File: config.mk
export PLATFORM = sky130hd
export DESIGN_NAME = asvg_div_cell
export DESIGN_NICKNAME = d
export VERILOG_FILES = /design/src/asvg_div_cell.sv
export SDC_FILE = /design/constraint.sdc
export NUM_CORES = 1
export LEC_CHECK = 0
export BUFFER_PORTS_ARGS = -buffer_cell sky130_fd_sc_hd__clkbuf_2
export CORE_MARGIN = 3
export CORE_UTILIZATION = 47
export DETAILED_ROUTE_END_ITERATION = 6
export GPL_TIMING_DRIVEN = 0
export PLACE_DENSITY = 0.91
export SYNTH_ARGS = -nofsm -noshare
export SYNTH_HDL_FRONTEND = slang
export SYNTH_SLANG_ARGS = --single-unit
File: constraint.sdc
create_clock -name clk -period 3.49 [get_ports clk]
set_input_delay 0.5235 -clock clk [delete_from_list [all_inputs] [get_ports clk]]
set_output_delay 0.5235 -clock clk [all_outputs]
set_load 0.02 [all_outputs]
File: src/asvg_div_cell.sv
module asvg_div_cell #(
  parameter int QW = 17,
  parameter int DW = 16,
  parameter int PW = 28
) (
  input  logic                 clk,
  input  logic                 en,
  input  logic [DW:0]          rem_in,
  input  logic [PW-1:0]        num_in,
  input  logic [DW-1:0]        den_in,
  input  logic [QW-1:0]        quo_in,
  output logic [DW:0]          rem_r,
  output logic [PW-1:0]        num_r,
  output logic [DW-1:0]        den_r,
  output logic [QW-1:0]        quo_r
);
  logic [DW+1:0] sh;
  logic [DW+1:0] diff;
  logic          ge;

  always_comb begin
    sh   = {rem_in, num_in[PW-1]};
    diff = sh - {2'b00, den_in};
    ge   = (sh >= {2'b00, den_in});
  end

  always_ff @(posedge clk) begin
    if (en) begin
      rem_r <= ge ? diff[DW:0] : sh[DW:0];
      num_r <= {num_in[PW-2:0], 1'b0};
      den_r <= den_in;
      quo_r <= {quo_in[QW-2:0], ge};
    end
  end
endmodule

* After elaboration in Yosys (flattened, before gate mapping)
Index checks and enable logic that the tools add are counted.
** Operators by class
- $lt $le $gt $ge :: 1
- $add $sub $neg :: 1
- Mux-type cells :: 1
** Operators by type and width (count)
- 18-bit by 16-bit greater-or-equal comparator with 1-bit output :: 1
- 17-bit 2-to-1 mux :: 1
- 17-bit by 16-bit subtractor with 17-bit output :: 1
** Storage, ports and cells
- Input bits :: 80
- Output and inout bits :: 78
- Flip-flop bits (word level) :: 77
- Logic and storage cells :: 7

* Depth between registers and ports, before layout
- Word-level depth :: 2
- Mapped depth :: 11
- Mapped depth without buffers :: 10

* Worst setup path before layout
Ideal clock, no wire load.
- Kind :: input-to-reg
- From :: input num_in[27]
- To :: register rem_r[12], data pin
- Library setup time :: 0.260 ns
- Data required time :: 3.230 ns
- Stages :: 10
- Slack :: 0.763 ns
- Arrival time :: 2.466 ns
- Buffers on the path :: 1
- Cells stage by stage :: inv_1 -> ha_1 -> inv_1 -> fa_1 -> a21o_1 -> a221o_1 -> o211ai_2 -> nand3_4 -> buf_6 -> mux2_4
** Between the ends
- Word-level cells in the longest chain between the ends :: 2
- Elaborated cells on any way between the ends :: 3
** RTL lines
- from (decl) :: line 9 : input logic [PW-1:0] num_in,
- 17-bit by 16-bit subtractor with 17-bit output / 18-bit by 16-bit greater-or-equal comparator with 1-bit output (equally long branches) :: line 23, 24
- 17-bit 2-to-1 mux * :: line 29 : rem_r <= ge ? diff[DW:0] : sh[DW:0];
- to (signal assigned) :: line 29
- to (decl) :: line 12 : output logic [DW:0] rem_r,
Mark *: on every way between the ends. The rest lies on a longest branch, timed or not.
A chain may end at the register's enable or synchronous reset.

* Worst setup path after layout
Same ends and word-level chain as after synthesis.

==> impl_metrics.ini <==
[status]
status = finished clean

[finish]
final_cell_mix = clkbuf_2 (154), edfxtp_1 (77), inv_1 (21), nor2_1 (21)
final_area_um2 = 4500
layout_commonest_cell = clkbuf_2
drive_above_1_share_pct = 45.0
fin_cells = 505
diodes = 0
n_fill_cell = 546
syn2layout_area_growth_pct = 32.6
finish.net_count = 502

[pwr]
vdd_drop_max_uv = 210
swShare_pct = 28.4
pwr-share-comb_pct = 21.3
power_switching_mw = 0.650
clockPowerShare_pct = 28.3
internal_power_mw = 1.64
seqPwrFrac_pct = 50.4
power.density_nw_per_um2 = 508
power.leakage_nw = 2.03

[setup_path]
start_kind = input pin
crit_top_cell = inv_1
crit_slowest_cell = fa_1
cp.arrival_ns = 2.79
crit_chain = clkbuf_2 > inv_1 > ha_1 > inv_1 > fa_1 > a21o_1 > a221o_1 > o211ai_2 > nand3_4 > buf_6 > mux2_4
crit_family = compound AO/OA/AOI/OAI gates
cp-end-kind = flop
crit_required_ns = 3.59
crit_path_max_fanout = 10
slowest_delay_ns = 0.40
crit_type = in2reg
path_buf_inv = 4

[timing]
finalWorstPathRequiredPeriod_ns = 2.69
setup_viol = 0
tns_ns = 0
max_freq_mhz = 371
min_period_over_period_pct = 77.2
relSlewSlack_pct = 63.4
fin_hold_ws_ns = 0.352
rsz0062_at_grt = false
slew_viol_final = 0
final_hold_viol_count = 0
tightest_slew_ns = 0.543

[yosys]
postSynthCellCount = 238
synth_top_cell_by_area = edfxtp_1
synthTopCellsByArea = edfxtp_1 (68%), ha_1 (5.9%), a21oi_1 (2.4%)
syn_area_per_cell_um2 = 14.3
synth_seq_cells = 77
synth_edf_count = 77
ys_async_sr_fraction_pct = 0
synth_warnings = 0
synth-main-ff-cell = edfxtp_1
ys_seq_area_share_pct = 68.2
netlist_area_um2 = 3390
ys_types = 39
syn_nets = 335
synth_top_area_share_pct = 68.2

[run]
max-cap-violations = 0

[route]
routed_via_density = 5.07
drt_iter0_drc = 118
wl_um = 8660
firstDrtPassIters = 4
wl_per_cell_um = 17.1
ant_nets = 0
vias = 2561
drc = 0

[hold_path]
holdPathStages = 1
worstHoldStart = num_in[12]
hold_end = num_r[13]
hold_path_class = in2reg

[clock_tree]
cts_tree = yes
cts_setup_buffers = 0
clk_pin_slew_ns = 0.08
clock-sinks = 77
clockBufferDepth = 2
cts_htree_levels = 3
cts_resized = 0
hold_buffers = 0
cts_buffers = 9
clock-root-buffer = clkbuf_8

[die]
start_util_pct = 49.1
rows = 30
die_width_um = 91.0
die_h_um = 91.0
ios = 158
core_area_um2 = 6910
die-area_um2 = 8270

[grt]
grt.overflow.total = 0
grt_pass1_wl_um = 13500
grt_pass1_vias = 2542
grt_max_degree = 47
antenna_found_initial = 0
grtUsageTotal_pct = 21.3

[place]
dp_cells = 490
portBuffers = 155
postPlaceCellArea_um2 = 4310
dp_hpwl_um = 6760
place.gp.congestion = 0.870
==> cell type report <==
type                            count  area (µm²)  area share (%)
Inverter                           21        78.8            1.75
Clock inverter                      6        65.1            1.45
Sequential cell                    77        2310            51.4
Multi-Input combinational cell    134         965            21.4
Clock buffer                        9         124            2.75
Timing Repair Buffer              156         798            17.7
Buffer                              6        36.3           0.806
Tap cell                           96         120            2.67
==> how the worst max path moves through the flow <==
stage / start / to / slack, ns / depth (start not counted)
2_1_floorplan: num_in[27] / rem_r[12] / 0.76 / 10
3_3_place_gp: num_in[27] / rem_r[14] / 0.48 / 11
3_5_place_dp: num_in[27] / rem_r[12] / 0.44 / 11
4_1_cts: num_in[27] / rem_r[12] / 0.78 / 11
5_1_grt: num_in[27] / rem_r[12] / 0.69 / 11
6_report: num_in[27] / rem_r[12] / 0.80 / 11
==> routing by layer <==
layer	part of all wire (%)	GRT usage (%)	wire length [µm]	vias up
met2	51	37.0	4440	121
met3	8.4	8.12	724	13
li1	-	-	-	1218
met5	0	0	0	-
met4	2.1	7.41	178	0
met1	38	23.9	3310	1209
==> cells in the mapped netlist, drive strengths merged, types with 4 or more instances <==
cell,count
a21oi,16
buf,4
nor2,21
xnor2,5
a211oi,6
xor2,7
inv,21
nand2,11
o21ai,10
ha,16
mux2,8
edfxtp,77
==> sequential cells by signal, indices dropped and copies added (netlist names) <==
signal  cells
rem_r      17
num_r      27
den_r      16
quo_r      17
==> cell families (layout without fill, tap and decap cells) <==
group | after synthesis | after routing | share of synthesized area [%]
xor+xnor | 12 | 12 | 3.10
simple gates | 46 | 46 | 6.27
mux | 8 | 8 | 2.88
compound gates | 50 | 50 | 9.59
other cells | 1 | 1 | 0.111
fa+ha+maj | 17 | 17 | 6.49
flops | 77 | 77 | 68.2
buf+inv | 27 | 198 | 3.39
==> through the flow <==
stage / total power [mW] / util, % / setup WS (ns)
final: 2.29 / 65.1 / 0.797
after global routing: 2.39 / 65.1 / 0.690
after detailed placement: 1.66 / 62.4 / 0.437
after CTS: 2.30 / 65.1 / 0.781
after global placement: 1.64 / 62.1 / 0.476
after floorplan: 1.46 / - / 0.763
==> power by group through the flow <==
stage | Sequential, mW | Combinational [mW] | Clock [mW]
global route | 1.16 | 0.526 | 0.704
finish | 1.15 | 0.486 | 0.647
detailed placement | 1.17 | 0.486 | 0
CTS | 1.15 | 0.489 | 0.657
global placement | 1.17 | 0.465 | 0
floorplan | 1.29 | 0.172 | 0
No activity file was read; power rests on OpenSTA's default activity.
