File: config.mk
export PLATFORM = sky130hd
export DESIGN_NAME = asvg_cordic_cell
export DESIGN_NICKNAME = d
export VERILOG_FILES = /design/src/asvg_pkg.sv /design/src/asvg_cordic_cell.sv
export SDC_FILE = /design/constraint.sdc
export NUM_CORES = 1
export LEC_CHECK = 0
export BUFFER_PORTS_ARGS = -buffer_cell sky130_fd_sc_hd__buf_2
export CAP_MARGIN = 20
export CORE_MARGIN = 2
export CORE_UTILIZATION = 48
export DETAILED_ROUTE_END_ITERATION = 7
export PLACE_DENSITY = 0.72
export SETUP_SLACK_MARGIN = 0.2
export SYNTH_ARGS = -nofsm -noshare
export SYNTH_HDL_FRONTEND = slang
export SYNTH_SLANG_ARGS = --single-unit
File: constraint.sdc
create_clock -name clk -period 4.1 [get_ports clk]
set_clock_uncertainty 0.2 [all_clocks]
set_input_delay 0.82 -clock clk [delete_from_list [all_inputs] [get_ports clk]]
set_output_delay 0.82 -clock clk [all_outputs]
set_load 0.1 [all_outputs]
File: src/asvg_pkg.sv
package asvg_pkg;

  localparam int CordicGain   = 652032874;

  typedef enum logic [2:0] {
    REG_CENTER_X     = 3'd0,
    REG_CENTER_Y     = 3'd1,
    REG_INNER_RADIUS = 3'd2,
    REG_OUTER_RADIUS = 3'd3,
    REG_START_ANGLE  = 3'd4,
    REG_END_ANGLE    = 3'd5,
    REG_SEGMENTS     = 3'd6,
    REG_FULL_DISK    = 3'd7
  } reg_idx_t;

  typedef struct packed {
    logic [15:0] cx;
    logic [15:0] cy;
    logic [15:0] ri;
    logic [15:0] ro;
    logic [16:0] u;
    logic        closing;
    logic        last;
  } side_t;

  function automatic logic [31:0] atan_turn(input int k);
    logic [31:0] t;
    begin
      unique case (k)
        0: t = 32'h20000000;  1: t = 32'h12E4051E;  2: t = 32'h09FB385B;
        3: t = 32'h051111D4;  4: t = 32'h028B0D43;  5: t = 32'h0145D7E1;
        6: t = 32'h00A2F61E;  7: t = 32'h00517C55;  8: t = 32'h0028BE53;
        9: t = 32'h00145F2F;  10: t = 32'h000A2F98; 11: t = 32'h000517CC;
        12: t = 32'h00028BE6; 13: t = 32'h000145F3; 14: t = 32'h0000A2FA;
        15: t = 32'h0000517D; 16: t = 32'h000028BE; 17: t = 32'h0000145F;
        18: t = 32'h00000A30; 19: t = 32'h00000518; 20: t = 32'h0000028C;
        21: t = 32'h00000146; 22: t = 32'h000000A3; 23: t = 32'h00000051;
        default: t = 32'h0;
      endcase
      return t;
    end
  endfunction

endpackage

File: src/asvg_cordic_cell.sv
module asvg_cordic_cell #(
  parameter int K = 0
) (
  input  logic               clk,
  input  logic               en,
  input  logic signed [33:0] x_in,
  input  logic signed [33:0] y_in,
  input  logic signed [33:0] z_in,
  output logic signed [33:0] x_r,
  output logic signed [33:0] y_r,
  output logic signed [33:0] z_r
);
  localparam logic signed [33:0] Atan = $signed({2'b00, asvg_pkg::atan_turn(K)});
  logic signed [33:0] xs, ys;

  always_comb begin
    xs = x_in >>> K;
    ys = y_in >>> K;
  end

  always_ff @(posedge clk) begin
    if (en) begin
      if (!z_in[33]) begin
        x_r <= x_in - ys;
        y_r <= y_in + xs;
        z_r <= z_in - Atan;
      end else begin
        x_r <= x_in + ys;
        y_r <= y_in - xs;
        z_r <= z_in + Atan;
      end
    end
  end
endmodule

# Word level (Yosys, flattened, before mapping)
# Index checks and enable logic that the tools add are counted.
# Widths: inputs -> output; s select.
# word_totals
word_cells	11
reg_bits	102
# classes
n_mux	3
addsub	5
# op_table
op	count
$mux 34	3
$sub 34x34->34	2
$add 34x31->34 const B	1
$add 34x34->34	1
$sub 34x31->34 const B	1

# Logic depth before layout (Yosys ltp)
# Gate-level depths: netlist (run 1).
# depth
depth_word	2
mapped_depth	13
depth_no_buf	13

# Worst setup path after synthesis (run 1)
# OpenSTA, ideal clock, no wires.
# synth_timing
path_kind	input port to flip-flop
start	input x_in[0]
end	register x_r[32] (data pin)
t_arrival_ns	3.148
cell_stages	11
slack_ns	0.487
required_ns	3.635
cell_sequence	ha_1 -> fa_1 -> nor2b_1 -> o211ai_1 -> a2bb2oi_1 -> a211oi_2 -> o211ai_1 -> a221oi_2 -> o21ai_0 -> a21o_1 -> xnor2_1
# synth_via
elab_chain_cells	2
# synth_rtl
element	line_no	rtl
from (decl)	asvg_cordic_cell.sv:6	input logic signed [33:0] x_in,
$sub 34x34->34 or $add 34x34->34 (tied branches)	asvg_cordic_cell.sv:24, asvg_cordic_cell.sv:28	
$mux 34 (*)	asvg_cordic_cell.sv:23	if (!z_in[33]) begin
to (signal assigned)	asvg_cordic_cell.sv:24	x_r <= x_in - ys;
to (signal assigned)	asvg_cordic_cell.sv:28	x_r <= x_in + ys;
to (decl)	asvg_cordic_cell.sv:9	output logic signed [33:0] x_r,
# Mark *: on every way between the ends. The rest lies on a longest branch, timed or not.
# A chain may end at the register's enable or synchronous reset.

# Worst setup path after layout (run 1)
# layout_timing
start	input x_in[0]
end	register x_r[28] (data pin)
# Same word-level chain as after synthesis.

==> run metrics, run 1 <==
compound-cell area share of the yosys netlist a little under a quarter; fin crit period roughly 3.7 ns; synth cell count leaders a21oi_1, inv_1, ha_1; VDD IR max ~0.24 mV; Iter 0 DRT Violations a little under 900; IO Count 206; Area Growth Syn to Fin 20.94%; simple-gate share of the synthesized area a little under an eighth; cell total after placement 1,436; Setup WS post-layout 0.3753 ns; vias per inst between 5 and 6; via count ~8.3k; Syn Nets 1,206; share of flip-flops with an asynchronous set or reset 0%; power density cells approximately 430 nW/um^2; TritonRoute pass-1 iters 7; residual DRC count 0; Setup CP Type in2reg; vias in the first global route a little under 8k; Worst EP required 3.99 ns; Setup-failing EPs final 0; area of the mapped netlist around 8900 um^2; EDFF count, synth ~100; clk root buf clkbuf_16; synthesized flop and latch total slightly above 100; routed length per placed instance between 15 and 20 um; Fillers ~1.6k; area of the multi-input gates between 5000 and 6000 um^2; global routing's busiest layer met2; met2 global-route usage 42.83%; Cell Rows a little under 50; Synth top area share 34.06%; n_diodes 0; total gr overflow 0; highest clock rate between 200 and 300 MHz; share of cells above drive strength 1 between 20 and 25%; Post-CTS Hold Buffers 0; final hold vios 0; Synth Area in XOR/XNOR roughly 6.6%; global-route wire length before repair 41,530 um; max-cap viol count 0; Clock Path Buffers 2; number of distinct library cells after synthesis 77; Global Route Usage Sum roughly a quarter; status finished clean; largest net degree at the start of global routing 79; post-place setup slack 0.03039 ns; met1 global-route usage a little under two fifths; WHS Endpoint z_r[23]; Placer Congestion around 0.99; sequential element share of the synthesized area between 30 and 40%; mux share of post-synthesis cell area under 10%; initial antenna violation count 0; H-tree depth 3; Reg area a little over 3000 um^2; Final period util approximately nine tenths; die width between 100 and 150 um; min-delay src z_in[23]; Slew Limit Fails 0; hold depth 1; core region area ~18,000 um^2; RSZ-0062 raised after global routing no; CP arrival about 3.6 ns; crit-path max FO 3; Leak Pwr between 4 and 5 nW; CTS tree done; Finished Layout Cells roughly 1.5k; Post-Synth Adder-Cell Area between 15 and 20%; die area approximately 20,000 um^2; post-synthesis average cell area around 8.9 um^2; Die Ht between 100 and 150 um; setup TNS 0 ns; met3 Use GR about 4.0%; relative slew slack approximately 43%; detailed-placement wirelength estimate 21,520 um; IO buf count ~210; Worst-path clk slew ~0.070 ns; worst hold slack ~0.45 ns; Area contributors post-synth edfxtp_1, ha_1, a21oi_1, xnor2_1, inv_1; Post-DRT Antenna Nets 0; Nets between 1k and 1.5k; clk sink count 101; area leader, netlist edfxtp_1; initial core utilization around half; crit path capture type flip-flop; ys flop type edfxtp_1; slew at the pin closest to its max-slew limit between 0.8 and 0.9 ns; final WL between 20,000 and 30,000 um; crit start category input pin; total CTS buffers 9; Hold Path Class in2reg; Syn Inst Count 996; Synth Warn # 0; largest family of logic cells by synthesized area compound AO/OA/AOI/OAI gates
## per-stage QoR
step / util, % / cell area, um^2 / total power, mW
after floorplan: - / 8904 / 3.181
after global placement: 57.61 / 10420 / 3.703
after detailed placement: 57.61 / 10420 / 3.715
after CTS: 59.47 / 10760 / 4.682
after global routing: 59.54 / 10770 / 4.862
final: 59.54 / 10770 / 4.676
## sequential cells by signal (all words and copies together), names as in the netlist
name,count
x_r,34
y_r,33
z_r,34
## routing by layer
metal	wire length (um)	vias to the layer above
li1	-	3994
met1	11760	3877
met2	12170	449
met3	2271	22
met4	388	0
met5	0	-
## worst max path at each step
| stage | startpoint | endpoint | slack [ns] | cells after the start |
|---|---|---|---|---|
| 6_report | x_in[0] | x_r[28] | 0.38 | 14 |
| 5_1_grt | x_in[0] | x_r[32] | 0.20 | 14 |
| 4_1_cts | x_in[0] | y_r[30] | 0.40 | 13 |
| 3_5_place_dp | x_in[0] | y_r[30] | 0.03 | 13 |
| 3_3_place_gp | x_in[3] | y_r[27] | 0.06 | 14 |
| 2_1_floorplan | x_in[0] | x_r[32] | 0.49 | 11 |
## kinds of logic (layout without fill, tap and decap cells)
family / Yosys count / count (layout)
AO/OA/AOI/OAI: 325 / 325
XOR/XNOR: 67 / 67
AND/OR/NAND/NOR: 228 / 228
multiplexers: 14 / 14
adder cells (fa/ha/maj): 106 / 106
buffers and inverters: 155 / 381
flip-flops: 101 / 101
## worst max-delay path, stage by stage
cell and delay [ns]:
buf_2 0.10, inv_1 0.04, ha_1 0.22, fa_1 0.40
inv_1 0.10, a21oi_1 0.11, o211ai_1 0.26, nand2_1 0.15
o311ai_1 0.40, a31o_1 0.30, a41o_1 0.24, a211o_1 0.18
a31oi_2 0.11, xnor2_1 0.18
## layout make-up
cell class / count / area share, %
repair buffers: 260 / 13.50
clock buffers: 9 / 2.092
clock inverters: 5 / 1.023
multi-input cells: 740 / 48.83
well taps: 229 / 2.661
inverters: 107 / 3.730
flip-flops and latches: 101 / 28.17
## where the power goes
| part | internal [mW] | switching (mW) | leakage [nW] |
|---|---|---|---|
| logic | 0.545 | 1.79 | 3.82 |
| clock network | 0.595 | 0.370 | 0.163 |
| registers | 1.33 | 0.0428 | 0.988 |
| total | 2.47 | 2.20 | 4.98 |
## layout by cell type (no fill, tap or decap), drive strengths merged, types with 31 or more instances in the layout
master,synthesis,routed
a21o,31,31
buf,26,260
nand2,48,48
xnor2,55,55
edfxtp,101,101
a21oi,106,106
o21ai,65,65
inv,105,106
nor2,95,95
ha,102,102
## timing repair
| item | CTS | global route |
|---|---|---|
| hold endpoints to repair | 0 | 0 |
| buffers inserted | 0 | 1 |
| setup endpoints to repair | 0 | 7 |
| resized for setup | 0 | 1 |
Note: power is estimated with default switching activity, not from simulation.
==> run 2, diff against run 1 <==
CTS_BUF_LIST = sky130_fd_sc_hd__clkbuf_2 sky130_fd_sc_hd__clkbuf_4 sky130_fd_sc_hd__clkbuf_8   (was not set)
==> run 2 against run 1 <==
Net effect:
- critical path depth unchanged
- routed wire length is 0.11% higher
- sequential cell count unchanged
- total power shrank 4.5%
- highest routed layer unchanged
==> run metrics, run 2 (synthesis gave the netlist of run 1 again) <==
Reg power frac 30.8% (+1.4 points); initial antenna violation count 0 (unchanged); Final period util 90.03% (-0.81 points); residual DRC count 0 (unchanged); share of cells above drive strength 1 24.08% (-0.14 points); Leak Pwr 4.923 nW (-1.1%); Cell Rows 49 (unchanged); worst-path cell chain buf_2 > inv_1 > ha_1 > fa_1 > inv_1 > a21oi_1 > o211a_1 > o31ai_1 > nand2_1 > a21oi_1 > a221oi_1 > o31ai_1 > nand2_1 > xnor2_1; Worst EP required 4.04 ns (+0.05 ns); met3 WL post-DR 2214 um (-2.5%); Post-DRT Antenna Nets 0 (unchanged); clk root buf clkbuf_8; Slew Limit Fails 0 (unchanged); NetSw 2.186 mW (-0.83%); power density cells 418.7 nW/um^2 (-3.6%); Clock Path Buffers 2 (unchanged); top layer in use met4; setup TNS 0 ns (unchanged); largest net degree at the start of global routing 79 (unchanged); total gr overflow 0 (unchanged); slew at the pin closest to its max-slew limit 0.8035 ns (-0.04503 ns); status finished clean; Int Power 2.279 mW (-7.8%); fin crit period 3.691 ns (-0.03337 ns); VDD IR max 0.2413 mV (about the same); net switching fraction of the power 48.95% (+1.8 points); CP peak stage delay 0.40 ns (about the same); vias in the first global route 7,870 (+0.076%); global-route wire length before repair 41,610 um (+0.18%); detailed-placement wirelength estimate 21,520 um (unchanged); min-delay src z_in[24]; Routed met1 length 11,880 um (+1.0%); crit path from y_in[0]; Die Ht 140.2 um (unchanged); WL met2 12,080 um (-0.76%); Area Growth Syn to Fin 19.79%; core region area 18,090 um^2 (unchanged); total CTS buffers 9 (unchanged); relative slew slack 46.38% (+3.0 points); CTS tree done; die area 19,650 um^2 (unchanged); TritonRoute pass-1 iters 5 (-2); Post-CTS Hold Buffers 0 (unchanged); via count 8,381 (+0.47%); routed length per placed instance 18.36 um (+0.17%); Nets 1,428 (-0.070%); commonest cells after routing, fill and taps aside buf_2, inv_1, a21oi_1; leading cell type in the layout, fill and taps excluded buf_2; top flop regs x_r (34), z_r (34), y_r (33); Placer Congestion 0.9866 (unchanged); Logic pwr share 52.4% (+2.5 points); Setup CP Type in2reg; Worst-path clk slew 0.10 ns (+0.03 ns); crit start category input pin; worst hold slack 0.4209 ns (-0.02970 ns); highest-delay cell along the critical path fa_1; crit path capture type flip-flop; crit-path max FO 3 (unchanged); Setup-failing EPs final 0 (unchanged); Hold Path Class in2reg; CP arrival 3.63 ns (about the same); initial core utilization 49.23% (unchanged); Iter 0 DRT Violations 856 (-3.7%); max-cap viol count 0 (unchanged); n_diodes 0 (unchanged); final hold vios 0 (unchanged); vias per inst 5.780 (+0.54%); die width 140.2 um (unchanged); H-tree depth 3 (unchanged); highest clock rate 270.9 MHz (+0.90%); clk sink count 101 (unchanged); final WL 26,620 um (+0.11%); Global Route Usage Sum 26.43% (+0.029 points); IO buf count 205 (unchanged); RSZ-0062 raised after global routing no; IO Count 206 (unchanged); Clk pwr share 16.9% (-3.7 points)
==> run 2: critical path, delay by kind of cell <==
| family | cells | cell delay [ns] |
|---|---|---|
| simple gates | 2 | 0.25 |
| fa+ha+maj | 2 | 0.62 |
| compound gates | 6 | 1.57 |
| xor+xnor | 1 | 0.14 |
| buf+inv | 3 | 0.22 |
==> run 2: per-stage QoR <==
stage          power (mW)  worst slack (ns)  instances  area [um^2]  utilization, %
6_report            4.465            0.4086       1450        10670           58.97
5_1_grt             4.648            0.1930       1450        10670           58.97
4_1_cts             4.464            0.4347       1450        10650           58.91
3_5_place_dp        3.715           0.03039       1436        10420           57.61
3_3_place_gp        3.703           0.06316       1436        10420           57.61
2_1_floorplan       3.181            0.4870        996         8904               -
==> run 2: area by class of cell <==
| class | instances | area [um^2] |
|---|---|---|
| repair buffers | 259 | 1446 |
| inverters | 107 | 401.6 |
| multi-input cells | 740 | 5264 |
| clock buffers | 9 | 123.9 |
| clock inverters | 5 | 110.1 |
| fillers | 1622 | 7421 |
| flip-flops and latches | 101 | 3033 |
| well taps | 229 | 286.5 |
==> run 2: repair_timing <==
item                                    CTS  global route
endpoints found under the setup margin    0             4
setup buffers                             0             0
resized for setup                         0             1
==> run 2: final timing paths <==
kind,endpoint,slack (ns),cells after the start
worst max-delay path,y_r[30],0.41,14
worst min-delay path,z_r[24],0.42,1
==> run 2: routing by layer <==
| layer | vias up | GRT usage (%) |
|---|---|---|
| met5 | - | 0 |
| met4 | 0 | 6.486 |
| met3 | 29 | 4.444 |
| met2 | 427 | 42.75 |
| met1 | 3943 | 37.12 |
| li1 | 3982 | - |
==> run 2: power by group through the flow <==
stage               registers (mW)  clock network [mW]  logic (mW)
global route                  1.39               0.806        2.46
floorplan                     2.46                   0       0.726
global placement              1.40                   0        2.30
finish                        1.37               0.753        2.34
detailed placement            1.40                   0        2.31
CTS                           1.38               0.768        2.32
